File: src/rtl/running_min_max_mean_tracker_unit_assert.svh
// Assertion macros used by the tracker top-level RTL.
`ifndef RUNNING_MIN_MAX_MEAN_TRACKER_UNIT_ASSERT_SVH
`define RUNNING_MIN_MAX_MEAN_TRACKER_UNIT_ASSERT_SVH

`ifndef ASSERT_OFF
// Checked property, disabled while reset is low.
`define RMMT_ASSERT(label, clk, rst_n, prop, msg) \
    label: assert property (@(posedge clk) disable iff (!rst_n) prop) else $error(msg);
// Checked property, active in every cycle including reset.
`define RMMT_ASSERT_ALWAYS(label, clk, prop, msg) \
    label: assert property (@(posedge clk) prop) else $error(msg);
`else
`define RMMT_ASSERT(label, clk, rst_n, prop, msg)
`define RMMT_ASSERT_ALWAYS(label, clk, prop, msg)
`endif

`endif

File: src/rtl/rmmt_pkg.sv
// Shared widths, codes and types of the running min/max/mean tracker.
package rmmt_pkg;

    localparam int SAMPLE_W  = 16;
    localparam int COUNT_W   = 32;
    localparam int FRAC_BITS = 8;
    localparam int SUM_W     = SAMPLE_W + COUNT_W;
    localparam int MEAN_W    = SAMPLE_W + FRAC_BITS;
    localparam int DVD_W     = SUM_W + FRAC_BITS;
    localparam int DIV_ITERS = MEAN_W;
    localparam int ITER_W    = $clog2(DIV_ITERS);
    localparam int OP_W      = 2;

    localparam int S_TDATA_W  = ((SAMPLE_W + 7) / 8) * 8;
    localparam int RESULT_W   = 2 * SAMPLE_W + COUNT_W + MEAN_W;
    localparam int M_TDATA_W  = ((RESULT_W + 7) / 8) * 8;

    // Item kinds carried in tuser
    typedef enum logic [OP_W-1:0] {
        OP_ADD   = 2'd0,
        OP_CLEAR = 2'd1,
        OP_LOAD  = 2'd2
    } t_opcode;

    // Controller states
    typedef enum logic [3:0] {
        S_IDLE   = 4'b0001,
        S_LOAD   = 4'b0010,
        S_DIVIDE = 4'b0100,
        S_DONE   = 4'b1000
    } t_state;

    // Controller to datapath
    typedef struct packed {
        logic accept;
        logic div_load;
        logic div_step;
        logic out_load;
    } t_dp_cmd;

    // Datapath to controller
    typedef struct packed {
        logic div_last;
    } t_dp_stat;

    // Result beat, first field in the high bits
    typedef struct packed {
        logic signed [MEAN_W-1:0]   mean_value;
        logic        [COUNT_W-1:0]  sample_count;
        logic signed [SAMPLE_W-1:0] max_value;
        logic signed [SAMPLE_W-1:0] min_value;
    } t_result;

endpackage

File: src/rtl/running_min_max_mean_tracker_unit.sv
// An accepted item passes through the LOAD, DIVIDE and DONE states before its
// result beat is loaded; a new item is accepted only in IDLE. The mean comes from
// the 24 iterations of a radix-2 divider (one quotient bit per cycle).
// A waiting result does not block acceptance of the next item.
// Reset (synchronous, active low) zeroes min, max, count and sum and drops
// the output valid.
`include "running_min_max_mean_tracker_unit_assert.svh"

module running_min_max_mean_tracker_unit (
    input  logic                             i_clk,
    input  logic                             i_rst_n,
    input  logic                             i_s_tvalid,
    output logic                             o_s_tready,
    // [15:0] value
    input  logic [rmmt_pkg::S_TDATA_W-1:0]   i_s_tdata,
    // [1:0] opcode
    input  logic [rmmt_pkg::OP_W-1:0]        i_s_tuser,
    output logic                             o_m_tvalid,
    input  logic                             i_m_tready,
    // [15:0] min_value, [31:16] max_value, [63:32] sample_count,
    // [87:64] mean_value
    output logic [rmmt_pkg::M_TDATA_W-1:0]   o_m_tdata
);
    import rmmt_pkg::*;

    t_dp_cmd  w_cmd;
    t_dp_stat w_stat;
    t_result  w_result;

    rmmt_ctrl u_ctrl (
        .i_clk      (i_clk),
        .i_rst_n    (i_rst_n),
        .i_s_tvalid (i_s_tvalid),
        .o_s_tready (o_s_tready),
        .o_m_tvalid (o_m_tvalid),
        .i_m_tready (i_m_tready),
        .o_cmd      (w_cmd),
        .i_stat     (w_stat)
    );

    rmmt_dp u_dp (
        .i_clk    (i_clk),
        .i_rst_n  (i_rst_n),
        .i_cmd    (w_cmd),
        .o_stat   (w_stat),
        .i_opcode (i_s_tuser),
        .i_value  (i_s_tdata[SAMPLE_W-1:0]),
        .o_result (w_result)
    );

    assign o_m_tdata = M_TDATA_W'(w_result);

    // One item at a time: no new accept in the cycle after an accept
    `RMMT_ASSERT(a_single_item, i_clk, i_rst_n, (i_s_tvalid && o_s_tready) |=> !o_s_tready, "accept right after accept")
    // Empty statistics report a zero mean
    `RMMT_ASSERT(a_empty_mean, i_clk, i_rst_n, (o_m_tvalid && (w_result.sample_count == '0)) |-> (w_result.mean_value == '0), "nonzero mean with zero count")
    // Minimum never exceeds maximum
    `RMMT_ASSERT(a_min_le_max, i_clk, i_rst_n, o_m_tvalid |-> (w_result.min_value <= w_result.max_value), "min above max")
    // A new result only follows a finished division
    `RMMT_ASSERT(a_load_after_div, i_clk, i_rst_n, w_cmd.out_load |-> $past(w_cmd.div_step) || $past(w_cmd.out_load == 1'b0 && w_cmd.div_step == 1'b0), "result without division")

endmodule

File: src/rtl/rmmt_ctrl.sv
// Sequencer: accept, divider load, divide iterations, result hand-off.
module rmmt_ctrl (
    input  logic               i_clk,
    input  logic               i_rst_n,
    input  logic               i_s_tvalid,
    output logic               o_s_tready,
    output logic               o_m_tvalid,
    input  logic               i_m_tready,
    output rmmt_pkg::t_dp_cmd  o_cmd,
    input  rmmt_pkg::t_dp_stat i_stat
);
    import rmmt_pkg::*;

    t_state r_state, n_state;
    logic   r_out_valid, n_out_valid;
    logic   out_free;

    assign out_free   = !r_out_valid || i_m_tready;
    assign o_s_tready = (r_state == S_IDLE);
    assign o_m_tvalid = r_out_valid;

    // Commands
    always_comb begin
        o_cmd          = '0;
        o_cmd.accept   = (r_state == S_IDLE) && i_s_tvalid;
        o_cmd.div_load = (r_state == S_LOAD);
        o_cmd.div_step = (r_state == S_DIVIDE);
        o_cmd.out_load = (r_state == S_DONE) && out_free;
    end

    // Next state
    always_comb begin
        n_state = r_state;
        case (r_state)
            S_IDLE:   if (i_s_tvalid) n_state = S_LOAD;
            S_LOAD:   n_state = S_DIVIDE;
            S_DIVIDE: if (i_stat.div_last) n_state = S_DONE;
            S_DONE:   if (out_free) n_state = S_IDLE;
            default:  n_state = S_IDLE;
        endcase
    end

    // Output beat valid
    always_comb begin
        n_out_valid = r_out_valid;
        if (o_cmd.out_load) begin
            n_out_valid = 1'b1;
        end else if (i_m_tready) begin
            n_out_valid = 1'b0;
        end
    end

    always_ff @(posedge i_clk) begin
        if (!i_rst_n) begin
            r_state     <= S_IDLE;
            r_out_valid <= 1'b0;
        end else begin
            r_state     <= n_state;
            r_out_valid <= n_out_valid;
        end
    end

endmodule

File: src/rtl/rmmt_dp.sv
// Datapath: statistics registers, radix-2 restoring divider, result register.
module rmmt_dp (
    input  logic                            i_clk,
    input  logic                            i_rst_n,
    input  rmmt_pkg::t_dp_cmd               i_cmd,
    output rmmt_pkg::t_dp_stat              o_stat,
    input  logic [rmmt_pkg::OP_W-1:0]       i_opcode,
    input  logic [rmmt_pkg::SAMPLE_W-1:0]   i_value,
    output rmmt_pkg::t_result               o_result
);
    import rmmt_pkg::*;

    logic signed [SAMPLE_W-1:0] r_min, r_max;
    logic        [COUNT_W-1:0]  r_count;
    logic signed [SUM_W-1:0]    r_sum;

    logic                       r_neg, r_zero;
    logic        [COUNT_W-1:0]  r_rem;
    logic        [MEAN_W-1:0]   r_quo;
    logic        [ITER_W-1:0]   r_iter;
    t_result                    r_result;

    logic signed [SAMPLE_W-1:0] sample;
    logic signed [SUM_W-1:0]    sample_ext;
    logic        [SUM_W-1:0]    mag;
    logic        [DVD_W-1:0]    dividend;
    logic        [COUNT_W:0]    trial;
    logic        [COUNT_W-1:0]  n_rem;
    logic                       q_bit;
    logic        [MEAN_W-1:0]   mean_bits;

    assign sample     = i_value;
    assign sample_ext = {{(SUM_W - SAMPLE_W){sample[SAMPLE_W-1]}}, sample};

    // Statistics update on each accepted beat
    always_ff @(posedge i_clk) begin
        if (!i_rst_n) begin
            r_min   <= '0;
            r_max   <= '0;
            r_count <= '0;
            r_sum   <= '0;
        end else if (i_cmd.accept) begin
            case (t_opcode'(i_opcode))
                OP_ADD: begin
                    if (sample > r_max) r_max <= sample;
                    if (sample < r_min) r_min <= sample;
                    // count and sum hold once the count saturates
                    if (r_count != {COUNT_W{1'b1}}) begin
                        r_count <= r_count + COUNT_W'(1);
                        r_sum   <= r_sum + sample_ext;
                    end
                end
                OP_CLEAR: begin
                    r_min   <= '0;
                    r_max   <= '0;
                    r_count <= '0;
                    r_sum   <= '0;
                end
                OP_LOAD: begin
                    r_min <= sample;
                    r_max <= sample;
                end
                default: ;
            endcase
        end
    end

    // Divider operands: |sum| scaled by the fraction bits over the count.
    // The quotient fits MEAN_W bits, so the top COUNT_W dividend bits start
    // below the divisor and only MEAN_W iterations are needed.
    assign mag      = r_sum[SUM_W-1] ? (SUM_W'(0) - r_sum) : r_sum;
    assign dividend = DVD_W'(mag) << FRAC_BITS;

    // One restoring step
    assign trial = {r_rem, r_quo[MEAN_W-1]} - {1'b0, r_count};
    assign q_bit = !trial[COUNT_W];
    assign n_rem = q_bit ? trial[COUNT_W-1:0] : {r_rem[COUNT_W-2:0], r_quo[MEAN_W-1]};

    always_ff @(posedge i_clk) begin
        if (i_cmd.div_load) begin
            r_neg  <= r_sum[SUM_W-1];
            r_zero <= (r_count == '0);
            r_rem  <= dividend[DVD_W-1 -: COUNT_W];
            r_quo  <= dividend[MEAN_W-1:0];
        end else if (i_cmd.div_step) begin
            r_rem  <= n_rem;
            r_quo  <= {r_quo[MEAN_W-2:0], q_bit};
        end
    end

    // Iteration counter
    always_ff @(posedge i_clk) begin
        if (!i_rst_n) begin
            r_iter <= '0;
        end else if (i_cmd.div_load) begin
            r_iter <= '0;
        end else if (i_cmd.div_step) begin
            r_iter <= r_iter + ITER_W'(1);
        end
    end

    assign o_stat.div_last = (r_iter == ITER_W'(DIV_ITERS - 1));

    // Sign restore, empty set reads zero
    assign mean_bits = r_zero ? '0 : (r_neg ? (MEAN_W'(0) - r_quo) : r_quo);

    // Result register
    always_ff @(posedge i_clk) begin
        if (i_cmd.out_load) begin
            r_result.min_value    <= r_min;
            r_result.max_value    <= r_max;
            r_result.sample_count <= r_count;
            r_result.mean_value   <= mean_bits;
        end
    end

    assign o_result = r_result;

endmodule
File: config.mk
export PLATFORM = sky130hd
export DESIGN_NAME = running_min_max_mean_tracker_unit
export DESIGN_NICKNAME = d
export VERILOG_FILES = /design/src/rtl/rmmt_pkg.sv /design/src/rtl/running_min_max_mean_tracker_unit.sv /design/src/rtl/rmmt_ctrl.sv /design/src/rtl/rmmt_dp.sv
export VERILOG_INCLUDE_DIRS = /design/src /design/src/rtl
export SDC_FILE = /design/constraint.sdc
export NUM_CORES = 1
export LEC_CHECK = 0
export BUFFER_PORTS_ARGS = -buffer_cell sky130_fd_sc_hd__clkbuf_2
export CORE_AREA = 2 2 337 172
export CTS_CLUSTER_SIZE = 24
export DETAILED_ROUTE_END_ITERATION = 10
export DIE_AREA = 0 0 339 174
export PLACE_DENSITY = 0.5
export SLEW_MARGIN = 20
export SYNTH_ARGS = -nofsm -noshare
export SYNTH_HDL_FRONTEND = slang
export SYNTH_SLANG_ARGS = --single-unit
File: constraint.sdc
create_clock -name i_clk -period 8.9 [get_ports i_clk]
set_clock_uncertainty 0.1 [all_clocks]
set_input_delay 1.78 -clock i_clk [delete_from_list [all_inputs] [get_ports i_clk]]
set_output_delay 1.78 -clock i_clk [all_outputs]
set_load 0.01 [all_outputs]
Yosys cells after proc, flatten, opt, wreduce, memory -nomap -nowiden. Index checks and enable logic that the tools add are counted.

Bits in registers: 268. Latch bits: 0. Memory bits (writable): 0. Bits in read-only memories: 0. Bits of input ports: 22. Output and inout port bits: 90. Word-level logic and storage cells: 76. Memories: 0.

Add/sub/neg operators: 6. $mul: 0. Div/mod/pow operators: 0. Order comparisons: 2. Equal/unequal tests: 14. Shifts and indexed selects: 0. Muxes and demuxes: 21. Bitwise logic cells: 1. Reductions and logical operators: 16.

Operators with widths (number): 32-bit two-way mux (4); 48-bit two-way mux (2); 16-bit one-hot mux with 3 select lines (2); 48-bit one-hot mux with 2 select lines (1); 24-bit two-way mux (3); 32-bit one-hot mux with 2 select lines (1); 48-bit by 16-bit adder with 48-bit output (1); 1-bit by 48-bit subtractor with 48-bit output, first input constant (1); 33-bit by 32-bit subtractor with 33-bit output (1); 32-bit by 1-bit adder with 32-bit output, second input constant (1); 32-bit logical NOT (1); 16-bit two-way mux (2); 32-bit inequality test, second input constant (1); 1-bit by 24-bit subtractor with 24-bit output, first input constant (1); 16-bit > comparator (1); 16-bit < comparator (1); 4-bit one-hot mux with 4 select lines (1); 4-bit two-way mux (3); 3-bit AND reduction (4); 2-bit by 1-bit inequality test with 1-bit output, second input constant (4); 2-bit nonzero test (3); 5-bit by 1-bit adder with 5-bit output, second input constant (1); 5-bit equality test, second input constant (1); 4-bit by 1-bit equality test with 1-bit output, second input constant (1); other kinds (14) (18).

Depth between registers and ports, before layout. Gate-level depths: netlist of run 1.

Depth in word-level cells: 4. Depth in mapped cells: 14. Depth with buffers taken out: 13.

By module. Synthesis of run 1 repeated with hierarchy kept, for this count alone.

Cells, all modules: 1804. Area total of the unflattened synthesis: 16742.3 µm².

By module, submodules not included: rmmt_dp (instances 1, cells each 1774, area each 16469.5 µm², sequential area each 6646.4 µm²); rmmt_ctrl (instances 1, cells each 30, area each 272.8 µm², sequential area each 100.1 µm²).

Worst setup path after synthesis of run 1. No wires, ideal clock.

Kind: input-to-reg. From: input port i_m_tready. To: register u_dp.r_result (netlist bit u_dp.o_result[0]) (enable). Data arrival time: 5.809 ns. Required time: 8.255 ns. Slack: 2.446 ns. Stages: 2. Path buffers: 0. Cell sequence: nand2b_1 nor2b_1.

Word-level cells in the longest chain between the ends: 2.

RTL lines: from (decl) (RTL line running_min_max_mean_tracker_unit.sv:19) `input logic i_m_tready,`; 1-bit logical OR (RTL line rmmt_ctrl.sv:18) `assign out_free = !r_out_valid || i_m_tready;`; 1-bit logical AND (RTL line rmmt_ctrl.sv:28) `o_cmd.out_load = (r_state == S_DONE) && out_free;`; to (decl) (RTL line rmmt_dp.sv:21) `t_result r_result;`.

Every way passes these cells. A chain may end at the register's enable or synchronous reset.

Worst setup path in the final report of run 1.
From: input port i_s_tdata[0] (netlist name). To: register u_dp.r_sum[36].

Word-level cells in the longest chain between the ends: 3.

RTL lines: from (decl) (RTL line running_min_max_mean_tracker_unit.sv:15) `input logic [rmmt_pkg::S_TDATA_W-1:0] i_s_tdata,`; 48-bit by 16-bit adder with 48-bit output (RTL line rmmt_dp.sv:50) `r_sum <= r_sum + sample_ext;`; 48-bit two-way mux (RTL line rmmt_dp.sv:48) `if (r_count != {COUNT_W{1'b1}}) begin`; 48-bit one-hot mux with 2 select lines (RTL line rmmt_dp.sv:43) `case (t_opcode'(i_opcode))`; to (signal assigned) (RTL line rmmt_dp.sv:50); to (decl) (RTL line rmmt_dp.sv:15) `logic signed [SUM_W-1:0] r_sum;`.

Every way passes these cells. The select of a mux whose other input is x is not followed.

==> results of run 1 <==
layer usage:
metal	up-vias	share of wire [%]	GRT usage, %
li1	6618	-	-
met1	6238	60	28.52
met3	41	7.9	3.806
met5	-	0	0
met4	0	1.3	2.389
met2	413	31	16.80
placed cells by master (no fill, tap or decap), types with 64 or more instances in the layout:
cell type	instances
nand2_1	138
edfxtp_1	138
dfxtp_1	130
ha_1	117
a21oi_1	116
o21ai_0	114
clkbuf_2	111
nor2_1	110
xnor2_1	107
inv_1	95
nor2b_1	91
mux2i_1	64
flip-flops by register name (all words and copies together), names as in the netlist:
register / cells
u_ctrl.o_m_tvalid: 1
u_ctrl.r_state: 4
u_dp.o_result: 88
u_dp.r_count: 32
u_dp.r_iter: 5
u_dp.r_max: 16
u_dp.r_min: 16
u_dp.r_neg: 1
u_dp.r_quo: 24
u_dp.r_rem: 32
u_dp.r_sum: 48
u_dp.r_zero: 1
metrics by stage:
stage / worst slack [ps] / instance area [um2]
2_1_floorplan: 2446 / 16660
3_3_place_gp: 3329 / 18050
3_5_place_dp: 3265 / 18050
4_1_cts: 3852 / 18950
5_1_grt: 3550 / 18980
6_report: 3842 / 18980
worst max-delay path, stage by stage:
cell and delay (ps):
clkbuf_2 100, ha_1 230, fa_1 430, a21o_1 200
a221oi_1 500, o211ai_1 200, and3b_1 220, o31ai_1 470
a21oi_1 190, a221oi_1 380, o21ai_0 180, and4_1 220
or3_1 300
cell type report:
| class | instances | share of cell area [%] |
|---|---|---|
| multi-input combinational | 1339 | 49.14 |
| sequential | 268 | 35.55 |
| tap | 768 | 5.064 |
| clock buffer | 30 | 3.673 |
| timing repair buffer | 126 | 3.587 |
| inverter | 96 | 1.899 |
| clock inverter | 18 | 1.088 |
cell families (layout without fill, tap and decap cells):
kind of cell / count (synthesis) / in the layout
simple gates: 544 / 544
compound gates: 443 / 443
flops: 268 / 268
xor+xnor: 167 / 167
buf+inv: 163 / 270
fa+ha+maj: 119 / 119
mux: 66 / 66
where the power goes:
part	leakage [nW]	switching, mW	internal [mW]
Combinational	4.49	0.785	0.514
Sequential	2.31	0.138	1.46
Clock	0.445	0.522	0.681
worst max-delay path by stage:
stage	depth (start not counted)	slack (ps)	to
after floorplan	2	2450	u_dp.o_result[0]
after global routing	13	3550	u_dp.r_sum[36]
after global placement	13	3330	u_dp.r_sum[36]
after CTS	13	3850	u_dp.r_sum[36]
after detailed placement	13	3260	u_dp.r_sum[36]
final	13	3840	u_dp.r_sum[36]
==> flow_summary_export.csv, run 1 <==
group,metric,value,unit
synthesis,synth_flop_cell,"edfxtp_1",
setup_path,reg2reg_from,"u_dp.r_quo[23]",
detailed_routing,dr.first_iter.drc_count,1321,
setup_path,crit_required,9240,ps
setup_path,reg2regPathDepth,14,
cts,cts_buffers,26,
power_and_ir_drop,power.density,216.1,nW/um2
grt,grt_pass1_vias,12150,
setup_path,reg2reg_to,"u_dp.r_rem[26]",
synthesis,avgSynthCellArea,9.413,um2
min_path,min_from,"u_dp.r_min[1]",
layout,drive_above_1_share,10.76,%
setup_path,critical_path_peak_fanout,4,
timing,layout_worst_path_cycle_share,56.83,%
timing,worst_pin_slew,921.6,ps
detailed_routing,drt_first_pass_iters,5,
placed_design,place_congestion,0.8933,
cts,h-tree-depth,1,
layout,n_fill_cell,5808,
die,ios,112,
cts,cts.sink_count,268,
die,die_h,174,um
synthesis,synth_compound_area_share,16.96,%
setup_path,critPathKind,"primary input to register",
grt,overflow,0,
synthesis,ys_ff_latch,268,
synthesis,synthesis.instances,1770,
synthesis,synth_mux_area_share,3.980,%
layout,multi_input_area,9324,um2
synthesis,yosys_warnings,0,
synthesis,synthXorXnorAreaFrac,8.824,%
timing,slew_viol_final,0,
grt,antenna_found_initial,0,
synthesis,synth.area.top_cells,"edfxtp_1, dfxtp_1, ha_1",
synthesis,ys_top_cells_by_count,"edfxtp_1, nand2_1, dfxtp_1",
timing,max_slew_margin,38.56,%
placed_design,numPortBuffers,111,
flow_run,maxCapViolCount,0,
min_path,hold_path_end,"u_dp.o_result[1]",
outcome,status,"finished, final reports clean",
detailed_routing,antenna_left,0,
cts,post_cts_resized,0,
timing,clock.fmax,0.1977,GHz
timing,setup_tns,0,ps
timing,rsz0062_at_grt,"no",
setup_path,endpoint_kind,"register",
placed_design,place_inst,2596,
layout,nets,1998,
cts,clockBufferDepth,3,
min_path,hold_path.class,"register to register",
timing,fin_crit,5058,ps
layout,antenna_cells,0,
synthesis,synth-adder-area-share,9.027,%
placed_design,dp_hpwl,35.93,mm
timing,hold_viol,0,
layout,area_delta_synth_final,13.89,%
synthesis,yosys.area_share.simple,16.90,%
grt,grt_max_degree,68,
synthesis,synth-edff-count,138,
layout,utilization,33.65,%
cts,hold_buffers,0,
power_and_ir_drop,ir_worst_vdd,127.2,uV
cts,clk_pin_slew,60,ps
timing,fin_hold_ws,358.6,ps
synthesis,netlist_area,16660,um2
die,die_area,58990,um2
grt,grt_first_pass_wirelength,73.66,mm
cts,worstSkewPairLatency,580,ps
die,core,56400,um2
setup_path,arrival,5390,ps
detailed_routing,dr_total_vias,13310,
timing,setup_viol,0,
detailed_routing,vias_per_cell,5.032,
setup_path,cp-startpoint,"i_s_tdata[0]",
cts,cts_tree,"done",
cts,post_cts_buffers,0,
die,start_util,29.54,%
synthesis,ys_types,77,
cts,cts_root_buf,"clkbuf_16",
synthesis,yosys.area.top_type,"edfxtp_1",
layout,fin_cells,2645,
power_and_ir_drop,p_leak,7.249,nW
synthesis,synth_top_area_share,24.87,%
die,rows,62,
synthesis,synth_top_family_by_area,"compound AO/OA/AOI/OAI gates",
layout,register_area,6746,um2
setup_path,critPathLaunchType,"primary input",
detailed_routing,drc,0,
synthesis,syn-num-nets,1911,
synthesis,synth_seq_area_share,40.49,%
grt,grt_use_total,15.72,%
setup_path,reg2reg_slack,4290,ps
min_path,hold_depth,0,
die,die_x,339,um
detailed_routing,wl,47.34,mm
power_and_ir_drop,p_total,4.100,mW
synthesis,async_flop_share,0,%
detailed_routing,post_drt_wl_per_cell,17.90,um
Power figures use the tool's default switching activity.
==> run 2: changes to the inputs <==
ABC_AREA = 1   (was unset)
CORE_AREA = 2 2 370 189   (was 2 2 337 172)
DIE_AREA = 0 0 372 191   (was 0 0 339 174)
clock period = 4.8 ns   (was 8.9 ns; I/O delays follow)
==> flow_summary_export.csv, run 2 <==
group,metric,value,unit
synthesis,yosys.area.top_type,"edfxtp_1",
setup_path,endpoint_kind,"register",
timing,setup_viol,0,
detailed_routing,met3_length,9.488,mm
synthesis,ys_top_cells_by_count,"nand2_1, inv_1, nor2_1",
layout,register_area,6746,um2
timing,hold_viol,0,
synthesis,netlist_area,20180,um2
die,ios,112,
cts,cts_root_buf,"clkbuf_16",
setup_path,crit_slowest_cell,"clkbuf_2",
placed_design,dp_hpwl,59.12,mm
setup_path,worst_path_largest_cell_delay,560,ps
setup_path,arrival,3970,ps
outcome,status,"finished, final reports clean",
placed_design,place_inst,4023,
detailed_routing,drt_first_pass_iters,6,
synthesis,yosys_warnings,0,
layout,drive_above_1_share,8.893,%
synthesis,synth.area.top_cells,"edfxtp_1, nand2_1, dfxtp_1",
detailed_routing,post_drt_wl_per_cell,18.14,um
min_path,hold_path.class,"register to register",
layout,n_fill_cell,7461,
detailed_routing,dr.first_iter.drc_count,2316,
timing,clock.fmax,0.2792,GHz
synthesis,syn-num-nets,3189,
cts,h-tree-depth,1,
synthesis,synth_top_family_by_area,"simple AND/OR/NAND/NOR gates",
timing,layout_worst_path_cycle_share,74.62,%
setup_path,critical_path.top_delay_family,"simple AND/OR/NAND/NOR gates",
grt,overflow,0,
detailed_routing,routed.top_layer,"met4",
cts,worstSkewPairLatency,630,ps
synthesis,synthesis.instances,3048,
synthesis,synthXorXnorAreaFrac,2.213,%
timing,fin_hold_ws,349.9,ps
layout,nets,3287,
cts,cts_buffers,31,
layout,post-route-cell-area,22910,um2
synthesis,synth_top_area_share,20.53,%
cts,clockBufferDepth,3,
die,core,67980,um2
die,start_util,29.69,%
setup_path,path_buf_inv,3,
synthesis,post-synth-top-count-cell,"nand2_1",
timing,setup_tns,0,ps
synthesis,avgSynthCellArea,6.622,um2
timing,rsz0062_at_grt,"no",
timing,slew_viol_final,0,
synthesis,yosys.area_share.simple,36.34,%
placed_design,place_congestion,1.000,
detailed_routing,dr_total_vias,20100,
power_and_ir_drop,power.density,297.6,nW/um2
layout,final_cell_mix,"nand2_1, inv_1, nor2_1",
grt,grt_max_degree,89,
die,rows,68,
setup_path,path_cells,"clkbuf_2 -> buf_4 -> ha_1 -> nand2_1 -> inv_1 -> a21oi_1 -> nand2_1 -> nand3b_1 -> or2_2 -> nand3_1 -> a21oi_1",
cts,hold_buffers,0,
synthesis,synth_flop_cell,"edfxtp_1",
setup_path,critPathKind,"primary input to register",
power_and_ir_drop,p_total,6.819,mW
grt,grt_use_total,20.51,%
flow_run,maxCapViolCount,0,
cts,cts_tree,"done",
cts,clk_pin_slew,60,ps
grt,grt_pass1_vias,17240,
timing,worst_pin_slew,815.0,ps
grt,antenna_found_initial,0,
die,die_area,71050,um2
detailed_routing,antenna_left,0,
die,die_x,372,um
cts,post_cts_buffers,0,
synthesis,synth_mux_area_share,0,%
placed_design,dp_slack,745.0,ps
synthesis,synth-adder-area-share,7.451,%
setup_path,critical_path_peak_fanout,26,
die,die_h,191,um
power_and_ir_drop,p_leak,10.50,nW
synthesis,synth_compound_area_share,10.37,%
synthesis,ys_ff_latch,268,
detailed_routing,drc,0,
detailed_routing,drt-met1-wl,41.71,mm
timing,setup_ws,1218,ps
layout,largest_reg_flops,88,
layout,area_delta_synth_final,13.52,%
detailed_routing,vias_per_cell,4.923,
layout,multi_input_area,11400,um2
layout,utilization,33.70,%
placed_design,place_area,21740,um2
setup_path,crit_required,5190,ps
cts,cts.sink_count,268,
synthesis,ys_types,51,
cts,post_cts_resized,0,
synthesis,synth-edff-count,138,
timing,max_slew_margin,45.67,%
grt,grt_first_pass_wirelength,110.9,mm
power_and_ir_drop,ir_worst_vdd,252.2,uV
layout,fin_cells,4083,
synthesis,async_flop_share,0,%
timing,fin_crit,3582,ps
detailed_routing,wl_met2,22.13,mm
synthesis,synth_seq_area_share,33.43,%
placed_design,numPortBuffers,111,
detailed_routing,wl,74.07,mm
setup_path,critPathLaunchType,"primary input",
layout,final_common_cell,"nand2_1",
-- run 2: cell types whose count changed in the layout (fill, tap and decap cells not counted), sizes merged, moves of 92 or more --
cell and change:
xnor2 -92, nand2 +826, a21oi +124, nor2 +199
nor2b -92, inv +357, nand3 +204
-- run 2: path summary, 6_finish.rpt --
path / from / end / slack, ps / cells past startpoint
min reg2reg: u_dp.r_min[6] / u_dp.o_result[6] / 350 / 0
max: i_s_tdata[15] / u_dp.r_sum[21] / 1220 / 11
min: u_dp.r_min[6] / u_dp.o_result[6] / 350 / 0
max reg2reg: u_dp.r_count[21] / u_dp.r_rem[4] / 1280 / 13
-- run 2: routing by layer --
layer	GRT usage [%]	up-vias
li1	-	10130
met1	36.26	9078
met2	21.23	845
met3	7.564	52
met4	2.280	0
met5	0	-
-- run 2: cell type report --
type                    count  area share (%)
multi-input cells        2260           49.76
flip-flops and latches    268           29.45
inverters                 453           7.421
well taps                 910           4.969
clock buffers              33           3.555
repair buffers            132           3.277
clock inverters            25           1.551
diodes                      2         0.02184
-- run 2: power breakdown --
part / leakage [nW] / internal (mW) / switching (mW)
Clock: 0.563 / 1.67 / 1.10
Sequential: 2.32 / 2.56 / 0.113
Combinational: 7.61 / 0.427 / 0.954
-- run 2: cells by family after synthesis --
| family | Yosys count |
|---|---|
| flops | 268 |
| fa+ha+maj | 119 |
| simple gates | 1700 |
| buf+inv | 520 |
| compound gates | 390 |
| xor+xnor | 51 |
-- run 2: worst register-to-register path, stage by stage (launching register included) --
cell,delay (ps)
dfxtp_1,530
inv_1,320
ha_1,430
a21oi_1,270
o21ai_1,140
inv_1,70
nand2_1,90
a21oi_2,250
nand3_2,180
nand2_2,430
buf_4,260
nand2_1,60
nand3_1,70
nand2_1,60
==> run 3: changes to the inputs <==
ABC_AREA = 0   (was 1)
CORE_AREA = 2 2 337 172   (was 2 2 370 189)
DIE_AREA = 0 0 339 174   (was 0 0 372 191)
PLACE_DENSITY = 0.52   (was 0.5)
clock period = 3.05 ns   (was 4.8 ns; I/O delays follow)
==> flow_summary_export.csv, run 3 (synthesis results as in run 1) <==
group,metric,value,unit
outcome,status,"finished, violations left",
outcome,violations,"negative setup slack",
power_and_ir_drop,p_int,9.108,mW
grt,overflow,0,
timing,clock.fmax,0.2936,GHz
grt,grt_pass1_vias,13460,
setup_path,critPathLaunchType,"register",
die,rows,62,
timing,rsz0062_at_grt,"yes",
detailed_routing,vias_per_cell,4.862,
timing,layout_worst_path_cycle_share,111.7,%
timing,setup_viol,39,
placed_design,place_area,20800,um2
cts,cts_root_buf,"clkbuf_16",
setup_path,crit_slowest_cell,"fa_2",
power_and_ir_drop,netSwitchingFraction,34.06,%
layout,final_common_cell,"buf_4",
timing,fin_crit,3406,ps
cts,worstSkewPairLatency,590,ps
die,core,56400,um2
grt,antenna_found_initial,0,
layout,final_cell_mix,"buf_4, edfxtp_1, nand2_1",
min_path,hold_path.class,"primary input to register",
power_and_ir_drop,p_leak,9.237,nW
layout,utilization,40.07,%
die,die_h,174,um
timing,slew_viol_final,0,
grt,grt_use_total,16.93,%
setup_path,arrival,3640,ps
power_and_ir_drop,ir_worst_vdd,371.3,uV
cts,h-tree-depth,1,
power_and_ir_drop,p_total,13.81,mW
setup_path,crit_required,3290,ps
detailed_routing,wl,51.49,mm
die,die_area,58990,um2
layout,largest_reg_flops,88,
layout,post-route-cell-area,22600,um2
grt,grt_first_pass_wirelength,79.32,mm
power_and_ir_drop,p_comb_share,37.7,%
placed_design,numPortBuffers,111,
detailed_routing,dr_total_vias,14650,
timing,max_slew_margin,50.42,%
cts,cts.sink_count,268,
grt,grt_max_degree,57,
timing,setup_tns,-10480,ps
setup_path,critical_path.top_delay_family,"compound AO/OA/AOI/OAI gates",
power_and_ir_drop,clockPowerShare,29.0,%
layout,nets,2365,
setup_path,critical_path_peak_fanout,6,
die,ios,112,
detailed_routing,drt_first_pass_iters,5,
placed_design,place_inst,2935,
power_and_ir_drop,power.switching,4.706,mW
placed_design,dp_hpwl,40.12,mm
timing,fin_hold_ws,263.1,ps
setup_path,critPathKind,"register to register",
die,start_util,29.54,%
detailed_routing,drc,0,
placed_design,dp_slack,-724.6,ps
detailed_routing,dr.first_iter.drc_count,1311,
cts,clockBufferDepth,3,
layout,antenna_cells,0,
placed_design,place_congestion,0.8986,
layout,area_delta_synth_final,35.64,%
cts,clk_pin_slew,70,ps
detailed_routing,antenna_left,0,
setup_path,cpMostUsedCell,"a31oi_4",
layout,drive_above_1_share,29.40,%
power_and_ir_drop,power.density,611.3,nW/um2
flow_run,maxCapViolCount,0,
timing,hold_viol,0,
cts,cts_tree,"done",
cts,hold_buffers,0,
setup_path,endpoint_kind,"register",
detailed_routing,post_drt_wl_per_cell,17.09,um
cts,cts_buffers,27,
setup_path,path_cells,"inv_2 -> ha_4 -> fa_2 -> nor2b_4 -> o31ai_2 -> a211oi_2 -> o21ai_2 -> o31a_1 -> a31oi_4 -> a31oi_4 -> xnor2_4 -> buf_6 -> buf_12 -> mux2i_1 -> a21oi_1",
timing,worst_pin_slew,740.9,ps
timing,setup_ws,-355.9,ps
die,die_x,339,um
power_and_ir_drop,seqPwrFrac,33.3,%
layout,fin_cells,3013,
setup_path,path_buf_inv,3,
setup_path,worst_path_largest_cell_delay,380,ps
## run 3: changes by cell type in the layout (fill, tap and decap cells not counted), sizes merged, moves of 124 or more
| cell | delta |
|---|---|
| nand2 | -826 |
| a21oi | -124 |
| nand3 | -204 |
| nor2 | -199 |
| buf | +360 |
| inv | -353 |
## run 3: layout make-up
class                   instances  area, um2
fillers                      5610      33800
multi-input cells            1339       9857
flip-flops and latches        268       6765
repair buffers                492       3605
well taps                     768      960.9
clock buffers                  28      689.4
inverters                      96      364.1
clock inverters                22      357.8
## run 3: path summary, 6_finish.rpt
check / slack [ps] / endpoint / start / cells after the start
min: 260 / u_ctrl.o_m_tvalid / i_m_tready / 3
max: -360 / u_dp.r_rem[13] / u_dp.r_quo[23] / 15
max reg2reg: -360 / u_dp.r_rem[13] / u_dp.r_quo[23] / 15
min reg2reg: 360 / u_dp.o_result[23] / u_dp.r_max[7] / 0
## run 3: repair_timing
action | 4_1_cts | 5_1_grt
pin swaps | 26 | 24
cloned | 3 | 0
setup buffers | 15 | 14
setup endpoints to repair | 72 | 69
gates resized for setup | 48 | 69
## run 3: worst reg2reg max path: stages, from the launching register on
cell	delay, ps
edfxtp_1	360
inv_2	60
ha_4	160
fa_2	380
nor2b_4	160
o31ai_2	80
a211oi_2	270
o21ai_2	100
o31a_1	300
a31oi_4	180
a31oi_4	150
xnor2_4	220
buf_6	160
buf_12	130
mux2i_1	230
a21oi_1	90
## run 3: per-layer routing
layer	wire length (um)	vias up	track usage, %
li1	-	7339	-
met5	0	-	0
met3	3829	43	4.331
met1	30300	6886	29.90
met4	624	0	2.296
met2	16730	380	19.04
## run 3: power groups by stage
stage	clock [mW]	sequential [mW]	combinational [mW]
2_1_floorplan	0	4.59	2.91
3_3_place_gp	0	4.65	4.68
3_5_place_dp	0	4.66	4.75
4_1_cts	4.11	4.58	5.01
5_1_grt	4.23	4.64	5.69
6_report	4.01	4.60	5.21
